[config.mk]
export PLATFORM = sky130hd
export DESIGN_NAME = line_sensor_capture_sequencer
export DESIGN_NICKNAME = d
export VERILOG_FILES = /design/src/sv/lscs_pkg.sv /design/src/sv/lscs_ram.sv /design/src/sv/line_sensor_capture_sequencer.sv
export VERILOG_INCLUDE_DIRS = /design/src /design/src/sv
export SDC_FILE = /design/constraint.sdc
export NUM_CORES = 2
export LEC_CHECK = 0
export ABC_AREA = 0
export BUFFER_PORTS_ARGS = -buffer_cell sky130_fd_sc_hd__buf_2
export CORE_UTILIZATION = 28
export CTS_BUF_LIST = sky130_fd_sc_hd__clkbuf_2
export DETAILED_ROUTE_END_ITERATION = 10
export PLACE_DENSITY = 0.45
export SLEW_MARGIN = 25
export SYNTH_ARGS = -nofsm -noshare
export SYNTH_HDL_FRONTEND = slang
export SYNTH_SLANG_ARGS = --single-unit
[constraint.sdc]
create_clock -name clk -period 4.2 [get_ports clk]
set_clock_uncertainty 0.15 [all_clocks]
set_input_delay 0.84 -clock clk [delete_from_list [all_inputs] [get_ports clk]]
set_output_delay 0.84 -clock clk [all_outputs]
set_load 0.02 [all_outputs]
[src/sv/line_sensor_capture_sequencer_defines.svh]
// Assertion macros shared by the capture sequencer RTL.
// Each macro expects clk and arst_n to be visible where it is used.
`ifndef LINE_SENSOR_CAPTURE_SEQUENCER_DEFINES_SVH
`define LINE_SENSOR_CAPTURE_SEQUENCER_DEFINES_SVH

// The condition must hold at every clock edge outside reset.
`define LSCS_ASSERT_ALWAYS(label, cond, msg) \
	label: assert property (@(posedge clk) disable iff (!arst_n) (cond)) else $error(msg);

// When the trigger holds, the consequence must hold in the cycle after.
`define LSCS_ASSERT_NEXT(label, trig, cons, msg) \
	label: assert property (@(posedge clk) disable iff (!arst_n) (trig) |=> (cons)) \
		else $error(msg);

`endif

[src/sv/lscs_pkg.sv]
// Package for the line sensor capture sequencer: sizes, command and phase codes,
// and the result record. No dependencies.
`timescale 1ns / 1ps

package lscs_pkg;

	localparam int PIXELS  = 128;
	localparam int BUFFERS = 2;
	localparam int PIX_AW  = $clog2(PIXELS);
	localparam int RAM_AW  = PIX_AW + 1;
	localparam int RAM_D   = BUFFERS << PIX_AW;
	localparam int NCNT    = 5;

	localparam logic [7:0] PIXELS_C = 8'(PIXELS);

	typedef enum logic [2:0] {
		CMD_START  = 3'd0,
		CMD_STOP   = 3'd1,
		CMD_TICK   = 3'd2,
		CMD_EDGE   = 3'd3,
		CMD_SAMPLE = 3'd4,
		CMD_TAKE   = 3'd5,
		CMD_RDPIX  = 3'd6,
		CMD_RDCNT  = 3'd7
	} cmd_t;

	typedef enum logic [3:0] {
		PH_IDLE      = 4'b0001,
		PH_WAIT_HIGH = 4'b0010,
		PH_WAIT_LOW  = 4'b0100,
		PH_CAPTURE   = 4'b1000
	} phase_t;

	localparam logic [2:0] CNT_REQ    = 3'd0;
	localparam logic [2:0] CNT_PULSE  = 3'd1;
	localparam logic [2:0] CNT_DONE   = 3'd2;
	localparam logic [2:0] CNT_DROP   = 3'd3;
	localparam logic [2:0] CNT_SAMPLE = 3'd4;

	localparam logic [2:0] REG_FRAME_INTERVAL = 3'd0;

	typedef struct packed {
		logic        accepted;
		logic        shutter_level;
		logic        convert_request;
		logic        timer_restart;
		logic        frame_done;
		logic        buffer_index;
		logic        streaming;
		logic        is_pix;
		logic [31:0] counter_value;
	} res_t;

endpackage

[src/sv/lscs_ram.sv]
// Generic single-write, single-read synchronous RAM with a registered read port.
// No dependencies.
`timescale 1ns / 1ps

module lscs_ram #(
	parameter int WIDTH = 16,
	parameter int DEPTH = 256
) (
	input  logic                     clk,
	input  logic                     we,
	input  logic [$clog2(DEPTH)-1:0] waddr,
	input  logic [WIDTH-1:0]         wdata,
	input  logic                     re,
	input  logic [$clog2(DEPTH)-1:0] raddr,
	output logic [WIDTH-1:0]         rdata
);

	logic [WIDTH-1:0] mem_q [DEPTH];

	always_ff @(posedge clk) begin
		if (we) begin
			mem_q[waddr] <= wdata;
		end
		if (re) begin
			rdata <= mem_q[raddr];
		end
	end

endmodule

[src/sv/line_sensor_capture_sequencer.sv]
// Top level of the line sensor capture sequencer: command decode, control state,
// counters, output staging. Depends on lscs_pkg, lscs_ram and the defines header.
//
// Channel   Direction  Handshake            Payload
// input     in         in_valid/in_ready    command, sample, buffer_select,
//                                           pixel_index, counter_select
// output    out        out_valid/out_ready  accepted .. counter_value
// config    in         APB psel/penable     frame_interval at address 0
//
// One transaction is accepted per cycle while in_ready is high; its result goes to s1_q
// and then to out_q, which offers it. The pixel memory read data is registered with s1_q.
// Reset clears all control state and counters; the pixel memory is not cleared.
// A stalled output holds up to two results before in_ready falls.
`timescale 1ns / 1ps
`include "line_sensor_capture_sequencer_defines.svh"

module line_sensor_capture_sequencer
	import lscs_pkg::*;
(
	input  logic        clk,
	input  logic        arst_n,
	input  logic        psel,
	input  logic        penable,
	input  logic        pwrite,
	input  logic [2:0]  paddr,
	input  logic [31:0] pwdata,
	output logic [31:0] prdata,
	output logic        pready,
	input  logic        in_valid,
	output logic        in_ready,
	input  logic [2:0]  command,
	input  logic [15:0] sample,
	input  logic        buffer_select,
	input  logic [6:0]  pixel_index,
	input  logic [2:0]  counter_select,
	output logic        out_valid,
	input  logic        out_ready,
	output logic        accepted,
	output logic        shutter_level,
	output logic        convert_request,
	output logic        clock_running,
	output logic        timer_restart,
	output logic        frame_done,
	output logic        buffer_index,
	output logic [15:0] pixel_value,
	output logic        streaming,
	output logic [31:0] counter_value
);

	logic [31:0] interval_q;
	phase_t      phase_q, phase_n;
	logic        stream_q, stream_n;
	logic [7:0]  pos_q, pos_n;
	logic        whalf_q, whalf_n;
	logic        rhalf_q, rhalf_n;
	logic        rdy_q, rdy_n;
	logic        pend_q, pend_n;
	logic        shut_q, shut_n;
	logic [31:0] cnt_q [NCNT];
	logic [NCNT-1:0] cnt_inc;
	logic        cnt_clr;

	res_t        res;
	res_t        s1_q;
	logic        s1_vld_q;
	res_t        out_q;
	logic [15:0] pix_q;
	logic        out_vld_q;
	logic        s1_adv;
	logic        in_acc;
	logic        wr_en, rd_en;
	logic [RAM_AW-1:0] waddr, raddr;
	logic [15:0] rdata;
	cmd_t        cmd;

	assign pready = 1'b1;
	assign prdata = (paddr[2] == REG_FRAME_INTERVAL[0]) ? interval_q : 32'd0;

	always_ff @(posedge clk or negedge arst_n) begin
		if (!arst_n) begin
			interval_q <= '0;
		end else if (psel && penable && pwrite && paddr[2] == REG_FRAME_INTERVAL[0]) begin
			interval_q <= pwdata;
		end
	end

	assign s1_adv   = s1_vld_q && (!out_vld_q || out_ready);
	assign in_ready = !s1_vld_q || s1_adv;
	assign in_acc   = in_valid && in_ready;
	assign cmd      = cmd_t'(command);

	always_comb begin
		phase_n  = phase_q;
		stream_n = stream_q;
		pos_n    = pos_q;
		whalf_n  = whalf_q;
		rhalf_n  = rhalf_q;
		rdy_n    = rdy_q;
		pend_n   = pend_q;
		shut_n   = shut_q;
		cnt_inc  = '0;
		cnt_clr  = 1'b0;
		res      = '0;
		wr_en    = 1'b0;
		rd_en    = 1'b0;
		unique case (cmd)
			CMD_START: begin
				if (!stream_q) begin
					cnt_clr  = 1'b1;
					rdy_n    = 1'b0;
					rhalf_n  = 1'b0;
					whalf_n  = 1'b0;
					pend_n   = 1'b0;
					pos_n    = '0;
					stream_n = 1'b1;
					if (interval_q == 32'd0) begin
						phase_n = PH_WAIT_HIGH;
					end else begin
						phase_n = PH_IDLE;
						res.timer_restart = 1'b1;
					end
					res.accepted = 1'b1;
				end
			end
			CMD_STOP: begin
				stream_n = 1'b0;
				shut_n   = 1'b0;
				phase_n  = PH_IDLE;
				pend_n   = 1'b0;
				pos_n    = '0;
				rdy_n    = 1'b0;
				rhalf_n  = 1'b0;
				whalf_n  = 1'b0;
			end
			CMD_TICK: begin
				if (stream_q) begin
					cnt_inc[CNT_REQ] = 1'b1;
					if (phase_q == PH_IDLE) begin
						phase_n = PH_WAIT_HIGH;
						pos_n   = '0;
					end else begin
						pend_n = 1'b1;
					end
					res.timer_restart = (interval_q != 32'd0);
				end
			end
			CMD_EDGE: begin
				if (stream_q) begin
					unique case (phase_q)
						PH_WAIT_HIGH: begin
							shut_n  = 1'b1;
							phase_n = PH_WAIT_LOW;
						end
						PH_WAIT_LOW: begin
							shut_n  = 1'b0;
							cnt_inc[CNT_PULSE] = 1'b1;
							phase_n = PH_CAPTURE;
						end
						PH_CAPTURE: begin
							if (pos_q < PIXELS_C) begin
								res.convert_request = 1'b1;
							end else begin
								res.frame_done = 1'b1;
								cnt_inc[CNT_DROP] = rdy_q;
								cnt_inc[CNT_DONE] = 1'b1;
								rhalf_n = whalf_q;
								rdy_n   = 1'b1;
								whalf_n = ~whalf_q;
								pend_n  = 1'b0;
								phase_n = PH_IDLE;
								pos_n   = '0;
								if (interval_q == 32'd0) begin
									phase_n = PH_WAIT_HIGH;
								end else if (pend_q) begin
									phase_n = PH_WAIT_HIGH;
									res.timer_restart = 1'b1;
								end
							end
						end
						default: begin
						end
					endcase
				end
			end
			CMD_SAMPLE: begin
				if (stream_q) begin
					cnt_inc[CNT_SAMPLE] = 1'b1;
					if (phase_q == PH_CAPTURE && pos_q < PIXELS_C) begin
						wr_en = 1'b1;
						pos_n = pos_q + 8'd1;
					end
				end
			end
			CMD_TAKE: begin
				if (rdy_q) begin
					res.accepted     = 1'b1;
					res.buffer_index = rhalf_q;
					rdy_n            = 1'b0;
				end
			end
			CMD_RDPIX: begin
				if ({1'b0, pixel_index} < PIXELS_C) begin
					rd_en      = 1'b1;
					res.is_pix = 1'b1;
				end
			end
			CMD_RDCNT: begin
				unique case (counter_select)
					CNT_REQ:    res.counter_value = cnt_q[CNT_REQ];
					CNT_PULSE:  res.counter_value = cnt_q[CNT_PULSE];
					CNT_DONE:   res.counter_value = cnt_q[CNT_DONE];
					CNT_DROP:   res.counter_value = cnt_q[CNT_DROP];
					CNT_SAMPLE: res.counter_value = cnt_q[CNT_SAMPLE];
					default:    res.counter_value = 32'd0;
				endcase
			end
			default: begin
			end
		endcase
		res.shutter_level = shut_n;
		res.streaming     = stream_n;
	end

	assign waddr = {whalf_q, pos_q[PIX_AW-1:0]};
	assign raddr = {buffer_select, PIX_AW'(pixel_index)};

	lscs_ram #(
		.WIDTH(16),
		.DEPTH(RAM_D)
	) u_pix_ram (
		.clk  (clk),
		.we   (in_acc && wr_en),
		.waddr(waddr),
		.wdata(sample),
		.re   (in_acc && rd_en),
		.raddr(raddr),
		.rdata(rdata)
	);

	always_ff @(posedge clk or negedge arst_n) begin
		if (!arst_n) begin
			phase_q  <= PH_IDLE;
			stream_q <= 1'b0;
			pos_q    <= '0;
			whalf_q  <= 1'b0;
			rhalf_q  <= 1'b0;
			rdy_q    <= 1'b0;
			pend_q   <= 1'b0;
			shut_q   <= 1'b0;
		end else if (in_acc) begin
			phase_q  <= phase_n;
			stream_q <= stream_n;
			pos_q    <= pos_n;
			whalf_q  <= whalf_n;
			rhalf_q  <= rhalf_n;
			rdy_q    <= rdy_n;
			pend_q   <= pend_n;
			shut_q   <= shut_n;
		end
	end

	for (genvar i = 0; i < NCNT; i++) begin : g_cnt
		always_ff @(posedge clk or negedge arst_n) begin
			if (!arst_n) begin
				cnt_q[i] <= '0;
			end else if (in_acc) begin
				if (cnt_clr) begin
					cnt_q[i] <= '0;
				end else if (cnt_inc[i]) begin
					cnt_q[i] <= cnt_q[i] + 32'd1;
				end
			end
		end
	end

	always_ff @(posedge clk or negedge arst_n) begin
		if (!arst_n) begin
			s1_vld_q  <= 1'b0;
			out_vld_q <= 1'b0;
		end else begin
			if (in_acc) begin
				s1_vld_q <= 1'b1;
			end else if (s1_adv) begin
				s1_vld_q <= 1'b0;
			end
			if (s1_adv) begin
				out_vld_q <= 1'b1;
			end else if (out_ready) begin
				out_vld_q <= 1'b0;
			end
		end
	end

	always_ff @(posedge clk) begin
		if (in_acc) begin
			s1_q <= res;
		end
		if (s1_adv) begin
			out_q <= s1_q;
			pix_q <= s1_q.is_pix ? rdata : 16'd0;
		end
	end

	assign out_valid       = out_vld_q;
	assign accepted        = out_q.accepted;
	assign shutter_level   = out_q.shutter_level;
	assign convert_request = out_q.convert_request;
	assign clock_running   = out_q.streaming;
	assign timer_restart   = out_q.timer_restart;
	assign frame_done      = out_q.frame_done;
	assign buffer_index    = out_q.buffer_index;
	assign pixel_value     = pix_q;
	assign streaming       = out_q.streaming;
	assign counter_value   = out_q.counter_value;

	`LSCS_ASSERT_ALWAYS(a_shutter_phase, !shut_q || phase_q == PH_WAIT_LOW, "shutter high outside pulse")
	`LSCS_ASSERT_ALWAYS(a_idle_clean, stream_q || (phase_q == PH_IDLE && !pend_q), "idle with active phase")
	`LSCS_ASSERT_ALWAYS(a_pos_range, pos_q <= PIXELS_C, "pixel position past line end")
	`LSCS_ASSERT_NEXT(a_stage_hold, s1_vld_q && !s1_adv, s1_vld_q && $stable(s1_q), "stage lost a result")

endmodule
==> flow_summary.ini <==
[worst_setup_path]
path_depth = 1
worstSetupStartpointType = flop
crit_fanout = 1
rr_startpoint = u_pix_ram.mem_q[161][3]$_DFFE_PP_
ff2ff_setup_slack_ps = 130
rr_endpoint = u_pix_ram.rdata[3]$_DFFE_PP_
cp_top_family = flip-flops
criticalPathCategory = reg -> out
cp.buffers_inverters = 1
startpoint = pixel_value[4]$_SDFFCE_PN0P_
arrival_ps = 3370
crit_chain = buf_6
worstPathRequired_ps = 3210
critPathCapture = pixel_value[4]
max_stage_delay_ps = 840
rr_worst_depth = 11
end_kind = output port
cp_slowest_cell = edfxtp_1

[clock_network]
cts_tree = yes
clock_path_buffers = 5
clock-root-buffer = clkbuf_2
clock_sinks = 4419
cts_buffers = 1245
clk_pin_slew_ps = 110
htreeDepth = 7
clk_latency_ps = 2370

[power_and_ir_drop]
p_total_mw = 83.88
p_per_area_nw_per_um2 = 408.2
vdd_ir_drop_max_mv = 0.2596
leakagePower_nw = 69.62

[synthesis]
synth-seq-cells = 4419
synth_xor_area_share_pct = 0.5802
yosys-top-cells-area = edfxtp_1, mux4_2, mux2i_1
synth.largest_area_cell = edfxtp_1
synthMuxAreaShare_pct = 14.57
synth_warnings = 0
synth_fa_ha_area_share_pct = 0.06487
async_flop_share_pct = 4.797
synthSimpleGateAreaFrac_pct = 3.405
syn_area_um2 = 173600
synth_ff_type = edfxtp_1
seq_area_frac_synth_pct = 75.83
synth_cell_types = 85
synth_edf_count = 4207
synth-compound-area-share_pct = 3.817
synth_top_area_share_pct = 72.77
synth_top_family_by_area = multiplexers
synth_nets = 8855
syn_inst = 8774
synth.avg_cell_area_um2 = 19.79

[grt]
overflow = 0
grt_pass1_vias = 101300
grt_pass1_wl_mm = 745.3
grt_usage_pct = 16.75
grt_max_degree = 139
antenna_found_initial = 32

[sta]
setup_tns_ps = -442.8
worst_pin_slew_ps = 1043
rsz0062_at_grt = true
max_freq_mhz = 229.4
fin_crit_ps = 4359
hold_viol_final = 0
fin_crit_sh_pct = 103.8
drv_slew = 0
relSlewSlack_pct = 30.49
layout_setup_ws_ps = -159.1
hold_slack_ps = 127.2
finalSetupViolCount = 5

[cells_and_area]
regArea_um2 = 131600
layout_common_cells = edfxtp_1, clkbuf_2, buf_4, mux4_2, mux2i_1
syn_to_final_growth_pct = 18.36
layout_commonest_cell = edfxtp_1
nFillCells = 59380
instances_no_fill = 19900
nets = 11050
fin_util_pct = 33.34
drive_gt1_share_pct = 34.93
multi_input_area_um2 = 39620
postLayoutCellArea_um2 = 205500

[flow_run]
max-cap-violations = 0

[route]
drtIter0Drc = 8447
final_antenna_net_count = 0
via_per_inst = 4.875
routed-via-count = 96990
wl_mm = 531.5
dr.pass1.iters = 6
drc_errors = 0
wl_per_cell_um = 26.72

[hold_path]
holdCritPathClass = reg -> reg

[floorplanning]
start_util_pct = 28.17
num_rows = 288
core_um2 = 616200
die-area_um2 = 623100
die_height_um = 789.4
io_pins = 163
die_w_um = 789.4

[placement]
portBuffers = 159
hpwl_mm = 324.1
post-place-ws_ps = -460.9
dp.cells = 17510
place_area_um2 = 191200
gp_congestion = 0.8271

[run_status]
violations = setup timing
status = finished, violations left
how the worst min path moves through the flow:
stage,start,end,slack (ps),cells after the start
after floorplan,s1_q[39]$_DFFE_PP_,accepted$_DFFE_PP_,250,0
after global placement,s1_q[10]$_SDFFCE_PP0P_,counter_value[10]$_DFFE_PP_,260,0
after detailed placement,s1_q[18]$_SDFFCE_PP0P_,counter_value[18]$_DFFE_PP_,250,0
after CTS,command[2],s1_q[35]$_SDFFCE_PN0P_,1,7
after global routing,out_ready,shutter_level$_DFFE_PP_,50,5
final,s1_q[38]$_DFFE_PP_,shutter_level$_DFFE_PP_,130,0
sequential cells by signal (all words and copies together) (netlist names), 4 cells and up:
signal / flops
cnt_q: 160
counter_value: 32
interval_q: 32
phase_q: 4
pixel_value: 16
pos_q: 8
s1_q: 40
u_pix_ram.mem_q: 4096
u_pix_ram.rdata: 16
cell usage after synthesis, drive strengths merged, types with 5 or more instances:
master and number:
a22oi 113, or2 5, mux2 82, nor2 558
o31ai 12, o22a 33, xnor2 31, and4 23
nand2 166, nor4 44, clkbuf 246, or3 25
nand4b 5, dfrtp 211, buf 263, and3 39
a2111oi 9, nand2b 16, nor3 139, o21ai 101
mux2i 630, nand4 49, a21oi 159, xor2 84
ha 9, mux4 802, a31oi 10, o32ai 6
nand3 70, a22o 26, o22ai 198, inv 18
a211oi 9, a221oi 21, o221ai 221, nor2b 47
and2 33, edfxtp 4207
report_power, final:
| group | total, mW | switching, mW | leakage, nW | internal (mW) |
|---|---|---|---|---|
| combinational | 6.29 | 3.74 | 21.0 | 2.55 |
| sequential | 48.6 | 0.219 | 40.8 | 48.4 |
| clock | 29.0 | 17.7 | 7.90 | 11.3 |
| total | 83.9 | 21.6 | 69.6 | 62.2 |
area by class of cell:
type                       count  share of cell area [%]
tap                         8120                   4.945
timing repair buffer        1455                   6.784
clock inverter               257                  0.5328
antenna                       27                 0.03288
inverter                      20                 0.04263
clock buffer                1771                   4.314
multi-input combinational   3826                   19.28
sequential                  4419                   64.07
logic make-up (layout without fill, tap and decap cells):
kind of cell,count (synthesis),count (layout)
compound gates,944,944
simple gates,1243,1243
xor+xnor,115,115
buf+inv,529,3503
fa+ha+maj,9,9
other cells,1,28
mux,1514,1514
flops,4419,4419
layer usage:
layer / GRT usage, % / wire length, um
met2: 27.02 / 254600
met1: 22.47 / 231600
met5: 0 / 13
met3: 3.297 / 29870
met4: 6.156 / 15460
repair_timing:
action | 4_1_cts | 5_1_grt
endpoints found under the setup margin | 89 | 943
hold buffers | 282 | 0
resized for setup | 143 | 47
pin swaps | 2 | 1
hold endpoints to repair | 8538 | 0
buffers inserted | 35 | 15
(Power assumes the default switching activity.)
